**src/hdl/b64d_pkg.sv**
```systemverilog
// Shared types, codes and the alphabet lookup for the strict base64 decoder.
`default_nettype none
package b64d_pkg;

  // Class of one input character after the alphabet lookup.
  localparam logic [1:0] KIND_DATA = 2'd0;
  localparam logic [1:0] KIND_PAD  = 2'd1;
  localparam logic [1:0] KIND_BAD  = 2'd2;

  localparam logic [7:0] CHAR_PAD = 8'h3D;

  typedef struct packed {
    logic [1:0] kind;
    logic [5:0] group;
    logic       final_char;
  } item_t;

  // Maps a character to its 6-bit group; the kind says whether it is one.
  function automatic item_t classify(input logic [7:0] c, input logic fin);
    item_t it;
    it.final_char = fin;
    it.kind       = KIND_DATA;
    it.group      = 6'd0;
    if (c inside {[8'h41:8'h5A]}) begin
      it.group = 6'(c - 8'h41);
    end else if (c inside {[8'h61:8'h7A]}) begin
      it.group = 6'(c - 8'h61 + 8'd26);
    end else if (c inside {[8'h30:8'h39]}) begin
      it.group = 6'(c - 8'h30 + 8'd52);
    end else if (c == 8'h2B) begin
      it.group = 6'd62;
    end else if (c == 8'h2F) begin
      it.group = 6'd63;
    end else if (c == CHAR_PAD) begin
      it.kind = KIND_PAD;
    end else begin
      it.kind = KIND_BAD;
    end
    return it;
  endfunction

endpackage
`default_nettype wire

```
**src/hdl/b64d_char_if.sv**
```systemverilog
// Handshake channel that carries one base64 text character per word.
`default_nettype none
interface b64d_char_if;
  logic       valid;
  logic       ready;
  logic [7:0] text_char;
  logic       final_char;

  modport source (output valid, output text_char, output final_char, input ready);
  modport sink (input valid, input text_char, input final_char, output ready);
endinterface
`default_nettype wire

```
**src/hdl/b64d_byte_if.sv**
```systemverilog
// Handshake channel that carries one decoded result word.
`default_nettype none
interface b64d_byte_if;
  logic       valid;
  logic       ready;
  logic [7:0] data_byte;
  logic       byte_valid;
  logic       end_of_text;
  logic       malformed;

  modport source (output valid, output data_byte, output byte_valid,
                  output end_of_text, output malformed, input ready);
  modport sink (input valid, input data_byte, input byte_valid,
                input end_of_text, input malformed, output ready);
endinterface
`default_nettype wire

```
**src/hdl/b64d_front.sv**
```systemverilog
// Front end: accepts characters and classifies them through the alphabet.
`default_nettype none
module b64d_front (
  b64d_char_if.sink      chars,
  input  wire logic      full,
  output b64d_pkg::item_t push_item,
  output logic           push
);
  import b64d_pkg::*;

  assign chars.ready = !full;
  assign push        = chars.valid && !full;
  assign push_item   = classify(chars.text_char, chars.final_char);

endmodule
`default_nettype wire

```
**src/hdl/b64d_fifo.sv**
```systemverilog
// Two-entry queue of classified characters between the front and back ends.
`default_nettype none
module b64d_fifo (
  input  wire logic             clk,
  input  wire logic             rst,
  input  wire logic             push,
  input  wire b64d_pkg::item_t  push_item,
  output logic                  full,
  input  wire logic             pop,
  output logic                  head_valid,
  output b64d_pkg::item_t       head_item
);
  import b64d_pkg::*;

  item_t      entries [2];
  logic       wr_ptr;
  logic       rd_ptr;
  logic [1:0] count;

  assign full       = (count == 2'd2);
  assign head_valid = (count != 2'd0);
  assign head_item  = entries[rd_ptr];

  always_ff @(posedge clk) begin
    if (push) begin
      entries[wr_ptr] <= push_item;
    end
  end

  always_ff @(posedge clk) begin
    if (rst) begin
      wr_ptr <= 1'b0;
      rd_ptr <= 1'b0;
      count  <= 2'd0;
    end else begin
      if (push) begin
        wr_ptr <= !wr_ptr;
      end
      if (pop) begin
        rd_ptr <= !rd_ptr;
      end
      if (push && !pop) begin
        count <= count + 2'd1;
      end else if (pop && !push) begin
        count <= count - 2'd1;
      end
    end
  end

endmodule
`default_nettype wire

```
**src/hdl/b64d_back.sv**
```systemverilog
// Back end: gathers 6-bit groups into bytes, checks padding and drives results.
`default_nettype none
module b64d_back (
  input  wire logic            clk,
  input  wire logic            rst,
  input  wire logic            head_valid,
  input  wire b64d_pkg::item_t head_item,
  output logic                 pop,
  b64d_byte_if.source          decoded
);
  import b64d_pkg::*;

  // The leftover count is kept in units of two bits: 0, 2, 4 or 6 bits.
  logic [5:0] leftover_bits;
  logic [1:0] leftover_pairs;
  logic [1:0] char_phase;
  logic [1:0] pad_seen;
  logic       error_seen;

  logic [5:0] leftover_bits_next;
  logic [1:0] leftover_pairs_next;
  logic [1:0] char_phase_next;
  logic [1:0] pad_seen_next;
  logic       error_seen_next;
  logic       have_byte;
  logic [7:0] byte_val;
  logic       bad;

  logic       out_valid;
  logic [7:0] out_byte;
  logic       out_byte_valid;
  logic       out_end;
  logic       out_malformed;

  assign pop = head_valid && (!out_valid || decoded.ready);

  always_comb begin
    leftover_bits_next  = leftover_bits;
    leftover_pairs_next = leftover_pairs;
    char_phase_next     = char_phase + 2'd1;
    pad_seen_next       = pad_seen;
    error_seen_next     = error_seen;
    have_byte           = 1'b0;
    byte_val            = 8'd0;
    if (!error_seen) begin
      if (head_item.kind == KIND_PAD) begin
        if (pad_seen == 2'd2) begin
          error_seen_next = 1'b1;
        end else begin
          pad_seen_next = pad_seen + 2'd1;
        end
      end else if (pad_seen != 2'd0 || head_item.kind == KIND_BAD) begin
        error_seen_next = 1'b1;
      end else begin
        case (leftover_pairs)
          2'd0: begin
            leftover_bits_next  = head_item.group;
            leftover_pairs_next = 2'd3;
          end
          2'd1: begin
            have_byte           = 1'b1;
            byte_val            = {leftover_bits[1:0], head_item.group};
            leftover_bits_next  = 6'd0;
            leftover_pairs_next = 2'd0;
          end
          2'd2: begin
            have_byte           = 1'b1;
            byte_val            = {leftover_bits[3:0], head_item.group[5:2]};
            leftover_bits_next  = {4'd0, head_item.group[1:0]};
            leftover_pairs_next = 2'd1;
          end
          default: begin
            have_byte           = 1'b1;
            byte_val            = {leftover_bits, head_item.group[5:4]};
            leftover_bits_next  = {2'd0, head_item.group[3:0]};
            leftover_pairs_next = 2'd2;
          end
        endcase
      end
    end
    // Whole-text checks on the state as it stands after the final character.
    bad = error_seen_next
       || (char_phase_next == 2'd1)
       || (pad_seen_next != 2'd0 && char_phase_next != 2'd0)
       || (leftover_pairs_next != 2'd0 && leftover_bits_next != 6'd0)
       || (pad_seen_next == 2'd1 && leftover_pairs_next != 2'd1)
       || (pad_seen_next == 2'd2 && leftover_pairs_next != 2'd2);
  end

  always_ff @(posedge clk) begin
    if (rst) begin
      leftover_bits  <= 6'd0;
      leftover_pairs <= 2'd0;
      char_phase     <= 2'd0;
      pad_seen       <= 2'd0;
      error_seen     <= 1'b0;
      out_valid      <= 1'b0;
    end else begin
      if (pop) begin
        if (head_item.final_char) begin
          leftover_bits  <= 6'd0;
          leftover_pairs <= 2'd0;
          char_phase     <= 2'd0;
          pad_seen       <= 2'd0;
          error_seen     <= 1'b0;
        end else begin
          leftover_bits  <= leftover_bits_next;
          leftover_pairs <= leftover_pairs_next;
          char_phase     <= char_phase_next;
          pad_seen       <= pad_seen_next;
          error_seen     <= error_seen_next;
        end
        out_valid <= have_byte || head_item.final_char;
      end else if (decoded.ready) begin
        out_valid <= 1'b0;
      end
    end
  end

  always_ff @(posedge clk) begin
    if (pop) begin
      out_byte       <= byte_val;
      out_byte_valid <= have_byte;
      out_end        <= head_item.final_char;
      out_malformed  <= head_item.final_char && bad;
    end
  end

  assign decoded.valid       = out_valid;
  assign decoded.data_byte   = out_byte;
  assign decoded.byte_valid  = out_byte_valid;
  assign decoded.end_of_text = out_end;
  assign decoded.malformed   = out_malformed;

endmodule
`default_nettype wire

```
**src/hdl/base64_strict_decoder_top.sv**
```systemverilog
// Top level of the strict base64 decoder: front end, queue and back end.
// The chars channel takes one text character per word, with final_char set
// on the last character of a text. The decoded channel returns at most one
// word per character: a word appears when a byte completes (byte_valid) or
// when the character was final (end_of_text, with malformed telling whether
// the whole text broke the strict base64 rules). Characters that complete
// no byte and are not final produce no word.
// A character's word is registered first in the queue and then in the output
// register before it is offered. One character is accepted every cycle
// while the receiver keeps up; the alphabet lookup runs in the front end as
// a character enters the queue, and the shift and checks run combinationally
// in the back end ahead of the output register.
// A two-entry queue sits between the front end and the back end, and the
// back end holds its result in an output register. When the receiver stalls,
// the output register holds its word and the queue fills; chars.ready falls
// once both queue entries are taken.
// Synchronous reset empties the queue and the output register and clears the
// decoding state; it also clears after every final character.
`default_nettype none
module base64_strict_decoder_top (
  input  wire logic    clk,
  input  wire logic    rst,
  b64d_char_if.sink    chars,
  b64d_byte_if.source  decoded
);
  import b64d_pkg::*;

  item_t push_item;
  item_t head_item;
  logic  push;
  logic  full;
  logic  pop;
  logic  head_valid;

  b64d_front u_front (
    .chars     (chars),
    .full      (full),
    .push_item (push_item),
    .push      (push)
  );

  b64d_fifo u_fifo (
    .clk        (clk),
    .rst        (rst),
    .push       (push),
    .push_item  (push_item),
    .full       (full),
    .pop        (pop),
    .head_valid (head_valid),
    .head_item  (head_item)
  );

  b64d_back u_back (
    .clk        (clk),
    .rst        (rst),
    .head_valid (head_valid),
    .head_item  (head_item),
    .pop        (pop),
    .decoded    (decoded)
  );

  // A word is only offered for a completed byte or the end of a text.
  a_word_has_reason: assert property (@(posedge clk) disable iff (rst)
    decoded.valid |-> (decoded.byte_valid || decoded.end_of_text))
    else $error("result word with neither a byte nor end of text");

  // The malformed flag is only meaningful on the end-of-text word.
  a_malformed_at_end: assert property (@(posedge clk) disable iff (rst)
    (decoded.valid && decoded.malformed) |-> decoded.end_of_text)
    else $error("malformed flag outside the end-of-text word");

  // Taking a queue entry while the output word is stalled would lose it.
  a_no_pop_on_stall: assert property (@(posedge clk) disable iff (rst)
    (decoded.valid && !decoded.ready) |-> !pop)
    else $error("queue popped while the output word is stalled");

  // Nothing is offered right after reset.
  a_idle_after_reset: assert property (@(posedge clk)
    (!rst && $past(rst)) |-> !decoded.valid)
    else $error("result offered right after reset");

endmodule
`default_nettype wire
```
**src/flat_wrapper.sv**
```systemverilog
// flat-port wrapper written by rule: the top's interface ports become plain ports
module base64_strict_decoder_top_flat import b64d_pkg::*;
  (clk, rst, chars_valid, chars_text_char, chars_final_char, chars_ready, decoded_valid, decoded_data_byte, decoded_byte_valid, decoded_end_of_text, decoded_malformed, decoded_ready);
  b64d_char_if chars_i ();
  b64d_byte_if decoded_i ();
  input  wire logic clk;
  input  wire logic rst;
  input wire logic [$bits(chars_i.valid)-1:0] chars_valid;
  input wire logic [$bits(chars_i.text_char)-1:0] chars_text_char;
  input wire logic [$bits(chars_i.final_char)-1:0] chars_final_char;
  output wire logic [$bits(chars_i.ready)-1:0] chars_ready;
  output wire logic [$bits(decoded_i.valid)-1:0] decoded_valid;
  output wire logic [$bits(decoded_i.data_byte)-1:0] decoded_data_byte;
  output wire logic [$bits(decoded_i.byte_valid)-1:0] decoded_byte_valid;
  output wire logic [$bits(decoded_i.end_of_text)-1:0] decoded_end_of_text;
  output wire logic [$bits(decoded_i.malformed)-1:0] decoded_malformed;
  input wire logic [$bits(decoded_i.ready)-1:0] decoded_ready;
  assign chars_i.valid = chars_valid;
  assign chars_i.text_char = chars_text_char;
  assign chars_i.final_char = chars_final_char;
  assign chars_ready = chars_i.ready;
  assign decoded_valid = decoded_i.valid;
  assign decoded_data_byte = decoded_i.data_byte;
  assign decoded_byte_valid = decoded_i.byte_valid;
  assign decoded_end_of_text = decoded_i.end_of_text;
  assign decoded_malformed = decoded_i.malformed;
  assign decoded_i.ready = decoded_ready;
  base64_strict_decoder_top u_core (.clk(clk), .rst(rst), .chars(chars_i), .decoded(decoded_i));
endmodule
```
**config.mk**
```make
export PLATFORM = sky130hd
export DESIGN_NAME = base64_strict_decoder_top_flat
export DESIGN_NICKNAME = d
export VERILOG_FILES = /design/src/hdl/b64d_pkg.sv /design/src/hdl/b64d_char_if.sv /design/src/hdl/b64d_byte_if.sv /design/src/hdl/b64d_front.sv /design/src/hdl/b64d_fifo.sv /design/src/hdl/b64d_back.sv /design/src/hdl/base64_strict_decoder_top.sv /design/src/flat_wrapper.sv
export SDC_FILE = /design/constraint.sdc
export NUM_CORES = 1
export LEC_CHECK = 0
export ABC_AREA = 1
export BUFFER_PORTS_ARGS = -buffer_cell sky130_fd_sc_hd__buf_2
export CORE_ASPECT_RATIO = 1.5
export CORE_MARGIN = 4
export CORE_UTILIZATION = 55
export CTS_BUF_LIST = sky130_fd_sc_hd__clkbuf_4 sky130_fd_sc_hd__clkbuf_8 sky130_fd_sc_hd__clkbuf_16
export CTS_CLUSTER_DIAMETER = 80
export DETAILED_ROUTE_END_ITERATION = 6
export GPL_TIMING_DRIVEN = 0
export PLACE_DENSITY = 0.83
export SYNTH_ARGS = -nofsm -noshare
export SYNTH_HDL_FRONTEND = slang
export SYNTH_HIERARCHICAL = 1
export SYNTH_SLANG_ARGS = --single-unit
```
**constraint.sdc**
```tcl
create_clock -name clk -period 1.7 [get_ports clk]
set_input_delay 0.255 -clock clk [delete_from_list [all_inputs] [get_ports clk]]
set_output_delay 0.255 -clock clk [all_outputs]
set_load 0.03 [all_outputs]
```
==> run metrics <==
Worst EP required=1760 ps; area post-placement=3480 sq um; Main synth FF type=edfxtp_1; Pins Over Slew Limit=0; reg-to-reg endpoint=u_core/u_back/decoded.malformed; fin worst setup slack=-261 ps; clk slew on worst S/H paths=90 ps; core area=5790 sq um; io pins=26; Post-DP HPWL=5490 um; fin crit share=1.15; Filler Cell Count=466; fin crit period=1960 ps; Synth Area in Compound Gates=0.0880; footprint of the multi-input gates=1870 sq um; status=complete, but fails checks; largest area contributor in the netlist=edfxtp_1; R2R setup slack=-260 ps; Reg2Reg Depth=12; placed instance count=511; yosys warns=6; VDD IR-drop max=0.000559 V; diodes inserted=0; clock root buffer=clkbuf_8; CP Depth=12; worst endpoint data arrival time=2020 ps; share of the yosys chip area belonging to registers=0.384; Vias/cell=5.65; Async SR Flop Fraction=0; CP Capture Type=flop; unrepaired setup endpoints after global routing=yes; htree depth=2; fraction of layout cells with a size suffix above 1=0.279; Max clock buf depth=2; Final Hold Vio Count=0; Worst-Margin Slew=591 ps; multiplexer share of the synthesized area=0.0415; chip height=102 um; P&R area growth vs syn=17.7%; PD cells=1720 nW/um^2; CP Capture Point=u_core/u_back/decoded.malformed; Num CTS Buffers=5; flops & latches, synth=48; Layout Utilization=0.663; mapped cell area=3260 sq um; Worst Path Class, Setup=reg -> reg; hold_buf cts=0; worst path bufs/invs=2; most frequent cell after synthesis=nand2_1; Max Cap Viol=0; worst skew pair latency=300 ps; CP most frequent cell=nand2_1; Synth Instances=416; Synth top area share=0.267; Starting Density=0.563; Iter 0 DRT Violations=243; Worst setup SP type=flop; post-synthesis adder-cell area fraction=0.0692; routed wire length=7990 um; dpl ws=-324 ps; FP Rows=34; DR pass1 iterations=5; Avg WL per Cell=15.1 um; CP peak stage delay=360 ps; Max Freq=510 MHz; critical path's slowest cell=dfxtp_2; Sequential cell area=1260 sq um; synth top area cells=edfxtp_1, nand2_1, dfxtp_1; CTS tree=done; Largest delay share family, worst path=simple AND/OR/NAND/NOR gates; Finish-stage setup viols=2; Final nets=486; Unique masters post-synth=36; Slew Limit Headroom=0.606; post-layout instance area=3830 sq um; Die X=70.8 um; DR vias=2,983; Post-synth EDFFs=29; All-Layer GR Usage=0.214; vias in the first global route=2,917; syn_nets=447; Synth Area in Simple Gates=0.312; Routability Congestion=0.953; Critical R2R Launch=u_core/u_back/leftover_pairs[0]; Synth top cells by count=nand2_1, nand3_1, inv_1; final clock skew=14.2 ps; Post-Syn Area per Cell=7.83 sq um; failing checks=negative setup slack; post-route insts no fill=528; IO buf count=23; largest net degree at the start of global routing=16; first-pass GRT wire length=12,400 um; initial antenna violation count=0; XOR/XNOR Fraction of Synth Area=0.0215; Worst Hold Class=in -> reg; clk sink count=48; Pwr Total=6.59 mW; critical-path maximum fanout=10; main combinational cell family by area after synthesis=simple AND/OR/NAND/NOR gates; die area=7240 sq um; grt ovf=0; crit path launch=u_core/u_back/leftover_pairs[0]; crit-path cells=inv_1, ha_1, clkbuf_4, nor2_1, nor2_1, nand2_1, nand2_2, nand2_1, nand2_1, nand2_1, nor2_1, a21oi_1; DRC viols=0; Static Leakage=1.70 nW; Antenna Nets Post-Route=0
==> how the worst min path moves through the flow <==
stage | from | to | depth (start not counted)
floorplan | rst | flop | 1
global placement | chars_final_char | u_core/u_fifo/entries[0][0] | 1
detailed placement | chars_final_char | u_core/u_fifo/entries[0][0] | 1
CTS | chars_final_char | u_core/u_fifo/entries[0][0] | 1
global route | chars_final_char | u_core/u_fifo/entries[0][0] | 1
finish | chars_final_char | u_core/u_fifo/entries[0][0] | 1
==> sequential cells by signal, indices dropped and copies added, names as in the netlist, named ones only <==
| register | count |
|---|---|
| u_core/u_back/decoded.end_of_text | 1 |
| u_core/u_back/leftover_pairs | 2 |
| u_core/u_back/leftover_bits | 6 |
| u_core/u_back/decoded.data_byte | 8 |
| u_core/u_back/decoded.byte_valid | 1 |
| u_core/u_back/decoded.valid | 1 |
| u_core/u_back/error_seen | 1 |
| u_core/u_back/pad_seen | 2 |
| u_core/u_back/char_phase | 2 |
| u_core/u_fifo/wr_ptr | 1 |
| u_core/u_fifo/rd_ptr | 1 |
| u_core/u_fifo/count | 2 |
| u_core/u_back/decoded.malformed | 1 |
| u_core/u_fifo/entries | 18 |
==> cells by family (layout without fill, tap and decap cells) <==
group                      Yosys count  count (layout)
xor gates and xnor gates             8               8
muxes                                9               9
and+or+nand+nor                    217             217
adders and majority gates           18              18
DFF                                 48              48
AOI/OAI and AO/OA                   52              52
buffers and inverters               64             104
==> placed cells by master (no fill, tap or decap), drive strengths merged <==
master and count:
nand2 121, inv 50, nand3 45, nor2 40
buf 39, a21oi 35, edfxtp 29, dfxtp 19
ha 18, o21ai 14, clkbuf 10, mux2 9
xor2 7, nand4 5, clkinv 4, nand3b 3
or2 2, clkinvlp 1, a21boi 1, a211oi 1
xnor2 1, nor3 1, o21a 1
==> routing by layer <==
metal | vias up | global-route usage | part of all wire
met3 | 41 | 0.0315 | 0.055
met4 | 0 | 0.158 | 0.055
met2 | 141 | 0.426 | 0.56
met5 | - | 0 | 0
li1 | 1423 | - | -
met1 | 1378 | 0.190 | 0.33
==> cell type report <==
type,instances,area share
multi-input cells,304,0.488
flip-flops and latches,48,0.328
repair buffers,33,0.0568
inverters,53,0.0564
plain buffers,10,0.0245
well taps,72,0.0235
clock buffers,6,0.0199
clock inverters,2,0.00326
==> repair_timing <==
item,in CTS,in global routing
pin swaps,7,12
cloned,1,0
gates resized for setup,27,26
setup buffers,6,3
endpoints found under the setup margin,13,26
==> worst register-to-register path, cell delays in order, from the launching register on <==
cell      delay [ps]
dfxtp_2          360
inv_1            140
ha_1             180
clkbuf_4         200
nor2_1            80
nor2_1           170
nand2_1           90
nand2_2           70
nand2_1           50
nand2_1           50
nand2_1           50
nor2_1           170
a21oi_1          100
==> metrics by stage <==
step	hold slack, ps	TNS (ps)
2_1_floorplan	320	-91.3
3_3_place_gp	441	-2200
3_5_place_dp	446	-3940
4_1_cts	120	-183
5_1_grt	114	-437
6_report	133	-311
==> power by group <==
part           internal (mW)  switching, mW  total, mW
sequential              1.66          0.175       1.84
combinational           1.58           2.49       4.07
clock                  0.304          0.378      0.682
total                   3.54           3.05       6.59
Power figures use the tool's default switching activity.
